### src/design/ffha_pkg.sv
package ffha_pkg;

	localparam int unsigned GRANULE_BYTES = 16;
	localparam int unsigned HEADER_BYTES  = 16;
	localparam int unsigned GR_SHIFT      = 4;

	localparam logic OP_ALLOC = 1'b0;
	localparam logic OP_FREE  = 1'b1;

	localparam logic CFG_HEAP_START = 1'b0;
	localparam logic CFG_HEAP_END   = 1'b1;

	typedef enum logic [1:0] {
		TAG_NONE = 2'd0,
		TAG_FREE = 2'd1,
		TAG_USED = 2'd2
	} tag_t;

	typedef enum logic [1:0] {
		ST_OK      = 2'd0,
		ST_NULL    = 2'd1,
		ST_OOM     = 2'd2,
		ST_BADFREE = 2'd3
	} status_t;

	typedef struct packed {
		logic    clear_step;
		logic    accept;
		logic    start_walk;
		logic    walk_step;
		logic    hit;
		logic    wr_split;
		logic    wr_cur;
		logic    wr_prev;
		logic    rd_free;
		logic    wr_free;
		logic    set_status;
		status_t status;
		logic    out_load;
	} dp_cmd_t;

	typedef struct packed {
		logic is_free;
		logic req_zero;
		logic rel_zero;
		logic head_valid;
		logic fits;
		logic has_next;
		logic split;
		logic addr_ok;
		logic tag_used;
		logic clear_last;
	} dp_stat_t;

endpackage

### src/design/ffha_ctrl.sv
module ffha_ctrl import ffha_pkg::*; (
	input  logic     clk,
	input  logic     arst_n,
	input  logic     in_valid,
	output logic     in_ready,
	output logic     out_valid,
	input  logic     out_ready,
	input  logic     cfg_fire,
	input  dp_stat_t stat,
	output dp_cmd_t  cmd
);

	typedef enum logic [9:0] {
		S_CLEAR  = 10'b0000000001,
		S_IDLE   = 10'b0000000010,
		S_START  = 10'b0000000100,
		S_WALK   = 10'b0000001000,
		S_WSPLIT = 10'b0000010000,
		S_WCUR   = 10'b0000100000,
		S_WPREV  = 10'b0001000000,
		S_FCHK   = 10'b0010000000,
		S_FWR    = 10'b0100000000,
		S_RESULT = 10'b1000000000
	} state_t;

	state_t state_q, state_nxt;
	logic   out_valid_q;

	assign in_ready  = (state_q == S_IDLE);
	assign out_valid = out_valid_q;

	always_comb begin
		cmd       = '0;
		state_nxt = state_q;
		unique case (state_q)
			S_CLEAR: begin
				cmd.clear_step = 1'b1;
				if (stat.clear_last) state_nxt = S_IDLE;
			end
			S_IDLE: begin
				if (in_valid) begin
					cmd.accept = 1'b1;
					state_nxt  = S_START;
				end
			end
			S_START: begin
				if (!stat.is_free) begin
					if (stat.req_zero) begin
						cmd.set_status = 1'b1;
						cmd.status     = ST_NULL;
						state_nxt      = S_RESULT;
					end else if (!stat.head_valid) begin
						cmd.set_status = 1'b1;
						cmd.status     = ST_OOM;
						state_nxt      = S_RESULT;
					end else begin
						cmd.start_walk = 1'b1;
						state_nxt      = S_WALK;
					end
				end else begin
					if (stat.rel_zero) begin
						cmd.set_status = 1'b1;
						cmd.status     = ST_NULL;
						state_nxt      = S_RESULT;
					end else if (!stat.addr_ok) begin
						cmd.set_status = 1'b1;
						cmd.status     = ST_BADFREE;
						state_nxt      = S_RESULT;
					end else begin
						cmd.rd_free = 1'b1;
						state_nxt   = S_FCHK;
					end
				end
			end
			S_WALK: begin
				if (stat.fits) begin
					cmd.hit   = 1'b1;
					state_nxt = stat.split ? S_WSPLIT : S_WCUR;
				end else if (stat.has_next) begin
					cmd.walk_step = 1'b1;
				end else begin
					cmd.set_status = 1'b1;
					cmd.status     = ST_OOM;
					state_nxt      = S_RESULT;
				end
			end
			S_WSPLIT: begin
				cmd.wr_split = 1'b1;
				state_nxt    = S_WCUR;
			end
			S_WCUR: begin
				cmd.wr_cur = 1'b1;
				state_nxt  = S_WPREV;
			end
			S_WPREV: begin
				cmd.wr_prev    = 1'b1;
				cmd.set_status = 1'b1;
				cmd.status     = ST_OK;
				state_nxt      = S_RESULT;
			end
			S_FCHK: begin
				if (stat.tag_used) begin
					state_nxt = S_FWR;
				end else begin
					cmd.set_status = 1'b1;
					cmd.status     = ST_BADFREE;
					state_nxt      = S_RESULT;
				end
			end
			S_FWR: begin
				cmd.wr_free    = 1'b1;
				cmd.set_status = 1'b1;
				cmd.status     = ST_OK;
				state_nxt      = S_RESULT;
			end
			S_RESULT: begin
				if (!out_valid_q || out_ready) begin
					cmd.out_load = 1'b1;
					state_nxt    = S_IDLE;
				end
			end
			default: state_nxt = S_CLEAR;
		endcase
		// a register write restarts the clearing pass
		if (cfg_fire) state_nxt = S_CLEAR;
	end

	always_ff @(posedge clk or negedge arst_n) begin
		if (!arst_n) begin
			state_q     <= S_CLEAR;
			out_valid_q <= 1'b0;
		end else begin
			state_q <= state_nxt;
			if (cmd.out_load) out_valid_q <= 1'b1;
			else if (out_ready) out_valid_q <= 1'b0;
		end
	end

	a_accept_starts: assert property (@(posedge clk) disable iff (!arst_n)
		in_valid && in_ready && !cfg_fire |=> state_q == S_START)
		else $error("accepted item did not start");

	a_cfg_clears: assert property (@(posedge clk) disable iff (!arst_n)
		cfg_fire |=> state_q == S_CLEAR)
		else $error("register write did not restart clearing");

	a_result_shown: assert property (@(posedge clk) disable iff (!arst_n)
		state_q == S_RESULT && (!out_valid_q || out_ready) |=> out_valid_q)
		else $error("result not presented");

endmodule

### config.mk
export PLATFORM = sky130hd
export DESIGN_NAME = ffha_ctrl
export DESIGN_NICKNAME = d
export VERILOG_FILES = /design/src/design/ffha_pkg.sv /design/src/design/ffha_ctrl.sv
export SDC_FILE = /design/constraint.sdc
export NUM_CORES = 1
export LEC_CHECK = 0
export BUFFER_PORTS_ARGS = -buffer_cell sky130_fd_sc_hd__buf_2
export CORE_MARGIN = 2
export CORE_UTILIZATION = 52
export DETAILED_ROUTE_END_ITERATION = 16
export GPL_TIMING_DRIVEN = 0
export MAX_ROUTING_LAYER = met4
export PLACE_DENSITY = 0.82
export SYNTH_ARGS = -nofsm -noshare
export SYNTH_HDL_FRONTEND = slang
export SYNTH_SLANG_ARGS = --single-unit
### constraint.sdc
create_clock -name clk -period 3.5 [get_ports clk]
set_clock_uncertainty 0.1 [all_clocks]
set_input_delay 0.35 -clock clk [delete_from_list [all_inputs] [get_ports clk]]
set_output_delay 0.35 -clock clk [all_outputs]
set_load 0.05 [all_outputs]
==> qor.txt, run 1 <==
Status - finished, final reports clean
Complex-gate fraction of the synthesized area - 0.179
Synth unique cells - 44
Routability cong. - 0.867
CTS Sinks - 11
M1 WL - 1.09 mm
# DRC - 0
Syn_nets - 131
RSZ-0062 raised after global routing - false
Initial Util - 0.551
Crit Path Class - register to primary output
Period utilisation layout - 0.803
Critical Path End Type - primary output
Layout cells sized above 1 - 0.311
Vias per std cell - 6.14
Clk_lat worst skew - 0.27 ns
Setup TNS - 0 ns
Crit-path cells - buf_2, or3_1, nor4_1, a32oi_1, o21ai_0, buf_2
FF+latch count, synth - 11
Initial antenna violation count - 0
Crit path required time - 3.05 ns
Top sig layer - met4
CTS tree - built
Worst r2r path cells - 5
Slew Limit Fails - 0
Worst Tran Pin Value - 0.575 ns
I/O Buffers - 30
Worst Hold End - state_q[8]$_DFFE_PN0P_
PostCTS Resize Cnt - 0
Synth Area in Adders - 0
IO Pins - 31
TritonCTS buffer count - 3
Clk slew on worst S/H paths - 0.08 ns
Post-route cell area - 1170 um^2
Slowest-stage cell, CP - nor4_1
Final Power - 518 uW
Fin crit period - 2.81 ns
Via Count - 1080
Hold Vio Cnt, Final - 0
Die width - 46.8 um
Worst r2r dst - state_q[4]$_DFFE_PN0P_
Simple-gate share of the synthesized area - 0.432
First-pass GRT wire length - 4.02 mm
Area contributors post-synth - dfrtp_1, nor2_1, nand2_1
Worst hold path depth - 3
Maximum vdd drop - 0.290 mV
Hold_sp - stat[1]
CP max stage delay - 0.45 ns
DRT antenna net count - 0
Routed wire length - 2.65 mm
Post-synthesis sequential area ratio - 0.290
Post-synth EDFFs - 0
Setup repair bufs after CTS - 0
GRT Residual Overflow - 0
Worst r2r src - state_q[0]$_DFFE_PN1P_
# rows - 15
Worst path most repeated cell - buf_2
Core Region - 1730 um^2
Die area - 2190 um^2
Async S/R FF share, synth - 1.00
Most common cell after layout, fill and taps aside - buf_2
Worst slew margin - 0.613
Worst setup margin - 0.689 ns
Reg2Reg Setup Slack - 1.16 ns
Post-Syn Area - 952 um^2
Pwr/cell area - 443 nW/um^2
Pre-CTS setup slack - 1.05 ns
Commonest non-fill, non-tap cells in the layout - buf_2, nor2_1, nand2_1, dfrtp_1, nor4_1
Gr usage total - 0.265
Nets - 167
Mean Syn Cell Area - 8.21 um^2
Ys Warns - 0
Diodes inserted - 0
Fmax - 356 MHz
Cts hold-fix bufs - 1
H-tree depth - 1
CTS root buf - clkbuf_4
Largest family of logic cells by synthesized area - simple AND/OR/NAND/NOR gates
Maxcap violations - 0
Top-area cell type share of the netlist area - 0.263
Worst Hold Class - input pin to register
Worst-path fanout max - 10
Lkg Pwr - 0.570 nW
XOR/XNOR Fraction of Synth Area - 0.0276
Post-Syn Instances - 116
Met2 Wirelength - 1.25 mm
Fillers - 145
Routed WL per cell - 15.0 um
Largest net degree at the start of global routing - 12
CP Launch Type - register
Main synth FF type - dfrtp_1
# setup viols final - 0
Post-synthesis mux area share - 0.0118
CP arrival - 2.36 ns
Clock buffer depth - 2
P&R area growth vs syn - 22.9%
Top cell type by total area after synthesis - dfrtp_1
DR pass1 iterations - 4
Die height - 46.8 um
Metal3 WL - 282 um
Hold slack - 0.230 ns
Final HPWL DP - 1.99 mm
Placed Area - 1130 um^2
Vias in the first global route - 866
Initial drt markers - 71
==> cells in the mapped netlist, drive strengths merged (2+ instances only) <==
library cell and count:
nor4bb 2, nor2b 4, nand4 5, and3 2
and4 2, inv 5, a21oi 2, nand3 3
nand2b 2, xor2 3, clkbuf 4, buf 4
nor4 8, a2111oi 2, or3 2, and2 3
o21ai 4, nand2 10, nor3b 3, dfrtp 10
nor3 6, nor2 11
==> per-stage QoR <==
step           cells   util
6_report         176  0.678
5_1_grt          176  0.678
4_1_cts          176  0.678
3_5_place_dp     171  0.657
3_3_place_gp     171  0.657
2_1_floorplan    116      -
==> flip-flops by register name (all words and copies together), names as in the netlist <==
signal     count
state_q       10
out_valid      1
==> layout make-up <==
cell class / instances / area [um^2] / area share
multi-input combinational: 92 / 619 / 0.529
sequential: 11 / 277 / 0.236
timing repair buffer: 31 / 160 / 0.137
buffer: 8 / 37.5 / 0.0321
tap: 25 / 31.3 / 0.0267
clock buffer: 4 / 26.3 / 0.0225
inverter: 5 / 18.8 / 0.0160
==> how the worst max path moves through the flow <==
stage / start / to / slack (ns) / depth (start not counted)
2_1_floorplan: state_q[5]$_DFFE_PN0P_ / cmd[10] / 0.45 / 4
3_3_place_gp: state_q[9]$_DFFE_PN0P_ / cmd[2] / 1.09 / 6
3_5_place_dp: state_q[9]$_DFFE_PN0P_ / cmd[2] / 1.05 / 6
4_1_cts: state_q[9]$_DFFE_PN0P_ / cmd[2] / 0.77 / 6
5_1_grt: state_q[9]$_DFFE_PN0P_ / cmd[2] / 0.56 / 6
6_report: state_q[9]$_DFFE_PN0P_ / cmd[2] / 0.69 / 6
==> logic make-up after synthesis <==
| family | Yosys count |
|---|---|
| muxes | 1 |
| buffers and inverters | 13 |
| and+or+nand+nor | 68 |
| AOI/OAI and AO/OA | 20 |
| xor gates and xnor gates | 3 |
| DFF | 11 |
==> layer usage <==
layer	track usage	up-vias
li1	-	509
met1	0.377	495
met2	0.411	72
met3	0.0115	4
met4	0.0778	0
met5	-	-
==> report_power, final <==
part	leakage (nW)	internal (mW)	switching, mW	total (mW)
combinational	0.406	0.0965	0.176	0.272
clock	0.0150	0.0441	0.0459	0.0900
sequential	0.149	0.144	0.0123	0.156
total	0.570	0.284	0.234	0.518
==> worst max-delay path, delay by kind of cell, from the launching register on <==
family,cells,cell delay [ns]
AND/OR/NAND/NOR,2,0.83
buffers and inverters,2,0.49
AO/OA/AOI/OAI,2,0.40
flip-flops,1,0.39
(Power assumes the default switching activity.)
==> run 2: changes to the inputs <==
--- a/config.mk
+++ b/config.mk
@@ -7,11 +7,11 @@
 export LEC_CHECK = 0
 export BUFFER_PORTS_ARGS = -buffer_cell sky130_fd_sc_hd__buf_2
 export CORE_MARGIN = 2
-export CORE_UTILIZATION = 52
+export CORE_UTILIZATION = 50
 export DETAILED_ROUTE_END_ITERATION = 16
 export GPL_TIMING_DRIVEN = 0
 export MAX_ROUTING_LAYER = met4
-export PLACE_DENSITY = 0.82
+export PLACE_DENSITY = 0.79
 export SYNTH_ARGS = -nofsm -noshare
 export SYNTH_HDL_FRONTEND = slang
 export SYNTH_SLANG_ARGS = --single-unit
==> constraint.sdc (replaced) <==
create_clock -name clk -period 2.87 [get_ports clk]
set_clock_uncertainty 0.1 [all_clocks]
set_input_delay 0.287 -clock clk [delete_from_list [all_inputs] [get_ports clk]]
set_output_delay 0.287 -clock clk [all_outputs]
set_load 0.05 [all_outputs]
==> qor.txt, run 2 (synthesis results as in run 1) <==
Final HPWL DP - 1.98 mm (was 1.99 mm)
I/O Buffers - 30 (unchanged)
Core Region - 1760 um^2 (was 1730 um^2)
Routability cong. - 0.880 (was 0.867)
PostCTS Resize Cnt - 0 (unchanged)
Diodes inserted - 0 (unchanged)
Fin crit period - 2.76 ns
Setup TNS - 0 ns (unchanged)
Die area - 2270 um^2 (was 2190 um^2)
Largest net degree at the start of global routing - 12 (unchanged)
Maximum vdd drop - 0.493 mV (was 0.290 mV)
Hold slack - 0.177 ns (was 0.230 ns)
Layout cells sized above 1 - 0.325 (was 0.311)
Routed wire length - 2.54 mm (was 2.65 mm)
Initial drt markers - 15 (was 71)
Crit Path Class - register to primary output (unchanged)
Gr usage total - 0.264 (was 0.265)
Worst Hold Class - input pin to register (unchanged)
Clock buffer depth - 2 (unchanged)
FF+latch area - 277 um^2 (unchanged)
Vias per std cell - 5.91 (was 6.14)
Worst-path fanout max - 10 (unchanged)
Via Count - 1041 (was 1080)
Maxcap violations - 0 (unchanged)
Crit path required time - 2.48 ns (was 3.05 ns)
CP Launch Type - register (unchanged)
Hold_sp - stat[1] (unchanged)
IO Pins - 31 (unchanged)
Max FFs per register - 10 (unchanged)
Worst r2r src - state_q[0]$_DFFE_PN1P_ (unchanged)
Nets - 167 (unchanged)
DRT antenna net count - 0 (unchanged)
Initial Util - 0.540 (was 0.551)
Vias in the first global route - 933 (was 866)
Crit-path cells - buf_2, or3_1, nor4_1, a32oi_1, o21ai_0, buf_2 (unchanged)
H-tree depth - 1 (unchanged)
Clk_lat worst skew - 0.27 ns (about the same)
Die height - 47.6 um (was 46.8 um)
Biggest register - state_q (unchanged)
Hold Vio Cnt, Final - 0 (unchanged)
P&R area growth vs syn - 24.2% (was 22.9%)
Lkg Pwr - 0.571 nW (was 0.570 nW)
Fmax - 362 MHz
CP arrival - 2.37 ns (was 2.36 ns)
Period utilisation layout - 0.962
DR pass1 iterations - 4 (unchanged)
Fillers - 174 (was 145)
Clk slew on worst S/H paths - 0.07 ns (was 0.08 ns)
Multi-input gate area - 632 um^2 (was 619 um^2)
Slew Limit Fails - 0 (unchanged)
First-pass GRT wire length - 4.05 mm (was 4.02 mm)
Pwr/cell area - 529 nW/um^2 (was 443 nW/um^2)
GRT Residual Overflow - 0 (unchanged)
Routed WL per cell - 14.4 um (was 15.0 um)
CTS root buf - clkbuf_4 (unchanged)
Slowest-stage cell, CP - nor4_1 (unchanged)
CTS tree - built (unchanged)
Initial antenna violation count - 0 (unchanged)
# DRC - 0 (unchanged)
Worst Tran Pin Value - 0.596 ns (was 0.575 ns)
Most common cell after layout, fill and taps aside - buf_2 (unchanged)
Commonest non-fill, non-tap cells in the layout - buf_2, nor2_1, nand2_1, dfrtp_1 (was buf_2, nor2_1, nand2_1, dfrtp_1, nor4_1)
CP startpoint - state_q[9]$_DFFE_PN0P_ (unchanged)
RSZ-0062 raised after global routing - false (unchanged)
# rows - 15 (unchanged)
Status - finished, final reports clean (unchanged)
CP max stage delay - 0.46 ns (was 0.45 ns)
Worst slew margin - 0.599 (was 0.613)
Die width - 47.6 um (was 46.8 um)
Worst path most repeated cell - buf_2 (unchanged)
CTS Sinks - 11 (unchanged)
# setup viols final - 0 (unchanged)
Critical Path End Type - primary output (unchanged)
TritonCTS buffer count - 3 (unchanged)
-- run 2: stage by stage --
stage | cells | cell area (um^2) | setup slack [ns] | total power [mW] | util
finish | 176 | 1180 | 0.109 | 0.626 | 0.670
global route | 176 | 1180 | 0.0152 | 0.668 | 0.670
CTS | 176 | 1180 | 0.187 | 0.628 | 0.670
detailed placement | 171 | 1150 | 0.487 | 0.521 | 0.650
global placement | 171 | 1150 | 0.497 | 0.513 | 0.650
floorplan | 116 | 965 | 0.197 | 0.442 | -
-- run 2: power breakdown --
group | leakage (nW) | total [mW] | switching (mW) | internal (mW)
clock | 0.0150 | 0.105 | 0.0514 | 0.0538
sequential | 0.149 | 0.189 | 0.0136 | 0.175
combinational | 0.406 | 0.332 | 0.214 | 0.118
total | 0.571 | 0.626 | 0.279 | 0.347
-- run 2: worst max-delay path, delay by kind of cell (launching register included) --
family,cells,cell delay (ns)
simple gates,2,0.83
buf+inv,2,0.49
flops,1,0.41
compound gates,2,0.37
-- run 2: routing by layer --
layer,part of all wire,global-route usage,wire (um)
met1,0.46,0.354,1170
met2,0.46,0.397,1160
met3,0.068,0.0415,173
met4,0.011,0.108,29
met5,0,-,0
-- run 2: layout make-up --
class	count	share of cell area
multi-input combinational	92	0.534
sequential	11	0.234
timing repair buffer	31	0.135
buffer	8	0.0317
tap	25	0.0265
clock buffer	4	0.0222
inverter	5	0.0159
-- run 2: repair_timing --
action / 4_1_cts / 5_1_grt
setup buffers: 0 / 0
hold buffers: 1 / 0
endpoints found under the hold margin: 10 / 0
-- run 2: path summary, 6_finish.rpt --
path	to	slack (ns)	cells after the start
worst max-delay path	cmd[2]	0.11	6
worst min-delay path	state_q[8]$_DFFE_PN0P_	0.18	3
worst max register to register	state_q[4]$_DFFE_PN0P_	0.60	5
worst min register to register	out_valid$_DFFE_PN0P_	0.50	2
max in group asynchronous	state_q[0]$_DFFE_PN1P_	2.10	2
min in group asynchronous	state_q[8]$_DFFE_PN0P_	0.31	2
==> run 3: changes to the inputs <==
==> config.mk (replaced) <==
export PLATFORM = sky130hd
export DESIGN_NAME = ffha_ctrl
export DESIGN_NICKNAME = d
export VERILOG_FILES = /design/src/design/ffha_pkg.sv /design/src/design/ffha_ctrl.sv
export SDC_FILE = /design/constraint.sdc
export NUM_CORES = 1
export LEC_CHECK = 0
export CORE_MARGIN = 2
export CORE_UTILIZATION = 52
export DETAILED_ROUTE_END_ITERATION = 16
export DONT_BUFFER_PORTS = 1
export GPL_TIMING_DRIVEN = 0
export MAX_ROUTING_LAYER = met4
export PLACE_DENSITY = 0.67
export SYNTH_ARGS = -nofsm -noshare
export SYNTH_HDL_FRONTEND = slang
export SYNTH_SLANG_ARGS = --single-unit
==> qor.txt, run 3 (synthesis results as in run 1) <==
Status - finished, final reports clean (unchanged)
Maxcap violations - 0 (unchanged)
Placed Area - 1000 um^2 (was 1150 um^2)
Routability cong. - 0.909 (was 0.880)
Routed WL per cell - 17.2 um (was 14.4 um)
Die area - 2190 um^2 (was 2270 um^2)
Die width - 46.8 um (was 47.6 um)
CP max stage delay - 0.59 ns (was 0.46 ns)
Final Power - 617 uW (was 626 uW)
Worst Hold End - state_q[8]$_DFFE_PN0P_ (unchanged)
Worst Tran Pin Value - 0.877 ns (was 0.596 ns)
# DRC - 0 (unchanged)
Maximum vdd drop - 0.387 mV (was 0.493 mV)
CP arrival - 2.40 ns (was 2.37 ns)
RSZ-0062 raised after global routing - true (was false)
Met1 Use GR - 0.372 (was 0.354)
Critical Path End Type - primary output (unchanged)
Largest net degree at the start of global routing - 12 (unchanged)
H-tree depth - 1 (unchanged)
GRT Residual Overflow - 0 (unchanged)
DRT antenna net count - 0 (unchanged)
Pwr/cell area - 575 nW/um^2 (was 529 nW/um^2)
Commonest non-fill, non-tap cells in the layout - nand2_1, dfrtp_1, nor2_1 (was buf_2, nor2_1, nand2_1, dfrtp_1)
Worst r2r dst - state_q[3]$_DFFE_PN0P_ (was state_q[4]$_DFFE_PN0P_)
P&R area growth vs syn - 12.7% (was 24.2%)
Lkg Pwr - 0.440 nW (was 0.571 nW)
Fmax - 359 MHz (was 362 MHz)
Setup repair bufs after CTS - 0 (unchanged)
Placed cell count - 142 (was 171)
Clock buffer depth - 2 (unchanged)
Met2 usage - 0.389 (was 0.397)
Gr busiest metal - met2 (unchanged)
Core Region - 1730 um^2 (was 1760 um^2)
CP Launch Type - register (unchanged)
CTS Sinks - 11 (unchanged)
# rows - 15 (unchanged)
Worst slew margin - 0.413 (was 0.599)
Diodes inserted - 0 (unchanged)
Biggest register - state_q (unchanged)
Setup TNS - 0 ns (unchanged)
Slowest-stage cell, CP - nor2_2 (was nor4_1)
Post-route cell area - 1070 um^2 (was 1180 um^2)
TritonCTS buffer count - 3 (unchanged)
Initial drt markers - 43 (was 15)
Core Util, Final - 0.622 (was 0.670)
First-pass GRT wire length - 3.88 mm (was 4.05 mm)
Worst Hold Class - input pin to register (unchanged)
Die height - 46.8 um (was 47.6 um)
Initial Util - 0.551 (was 0.540)
Vias per std cell - 6.46 (was 5.91)
Clk slew on worst S/H paths - 0.07 ns (about the same)
Pre-CTS setup slack - 0.154 ns (was 0.487 ns)
Clk_lat worst skew - 0.28 ns (was 0.27 ns)
Vias in the first global route - 841 (was 933)
Period utilisation layout - 0.970 (was 0.962)
Crit Path Class - register to primary output (unchanged)
Hold_sp - stat[1] (unchanged)
Reg2Reg Setup Slack - 0.37 ns (was 0.60 ns)
Routed wire length - 2.52 mm (was 2.54 mm)
Worst hold path depth - 2 (was 3)
Max FFs per register - 10 (unchanged)
CTS tree - built (unchanged)
Worst setup margin - 0.0867 ns (was 0.109 ns)
Layout cells sized above 1 - 0.213 (was 0.325)
Worst-path fanout max - 10 (unchanged)
IO Pins - 31 (unchanged)
DR pass1 iterations - 5 (was 4)
CTS root buf - clkbuf_4 (unchanged)
Hold slack - 0.0430 ns (was 0.177 ns)
Crit-path cells - clkbuf_1, nor3_2, nand4_1, nor2_2 (was buf_2, or3_1, nor4_1, a32oi_1, o21ai_0, buf_2)
Nets - 138 (was 167)
Worst r2r path cells - 5 (unchanged)
Initial antenna violation count - 0 (unchanged)
I/O Buffers - 0 (was 30)
Global-route track usage on met3 - 0.0615 (was 0.0415)
Worst r2r src - state_q[7]$_DFFE_PN0P_ (was state_q[0]$_DFFE_PN1P_)
Hold Vio Cnt, Final - 0 (unchanged)
Gr usage total - 0.268 (was 0.264)
Fin cells - 147 (was 176)
Final HPWL DP - 1.84 mm (was 1.98 mm)
# setup viols final - 0 (unchanged)
Fin crit period - 2.78 ns (was 2.76 ns)
Slew Limit Fails - 0 (unchanged)
Crit path required time - 2.48 ns (about the same)
Via Count - 950 (was 1041)
[run 3: power breakdown]
group / switching [mW] / total [mW] / internal, mW
Clock: 0.0584 / 0.112 / 0.0540
Combinational: 0.213 / 0.315 / 0.102
Sequential: 0.0150 / 0.190 / 0.175
[run 3: worst max-delay path, delay by kind of cell, from the launching register on]
| kind | cells | cell delay [ns] |
|---|---|---|
| DFF | 1 | 0.36 |
| and+or+nand+nor | 3 | 1.52 |
| buffers and inverters | 1 | 0.24 |
[run 3: routing by layer]
layer | vias up | wire (um)
met5 | - | 0
met1 | 451 | 1130
li1 | 450 | -
met3 | 5 | 213
met2 | 44 | 1150
met4 | 0 | 29
[run 3: repair_timing]
action                                  CTS  global route
endpoints found under the setup margin    6             3
hold buffers                              1             0
hold endpoints to repair                 11             0
pin swaps                                 0             1
gates resized for setup                   6             2
[run 3: cell type report]
type	count	area, um^2
multi-input combinational	92	666
fill	169	653
sequential	11	277
buffer	8	37.5
tap	25	31.3
clock buffer	4	26.3
inverter	5	18.8
timing repair buffer	2	17.5
[run 3: how the worst max path moves through the flow]
| stage | slack [ns] | to | startpoint | cells past startpoint |
|---|---|---|---|---|
| 2_1_floorplan | 0.20 | cmd[2] | state_q[1]$_DFFE_PN0P_ | 4 |
| 6_report | 0.09 | cmd[11] | state_q[7]$_DFFE_PN0P_ | 4 |
| 3_3_place_gp | -0.14 | cmd[2] | state_q[7]$_DFFE_PN0P_ | 4 |
| 3_5_place_dp | 0.15 | state_q[3]$_DFFE_PN0P_ | state_q[7]$_DFFE_PN0P_ | 5 |
| 4_1_cts | -0.03 | cmd[6] | state_q[1]$_DFFE_PN0P_ | 4 |
| 5_1_grt | -0.05 | cmd[11] | state_q[7]$_DFFE_PN0P_ | 4 |
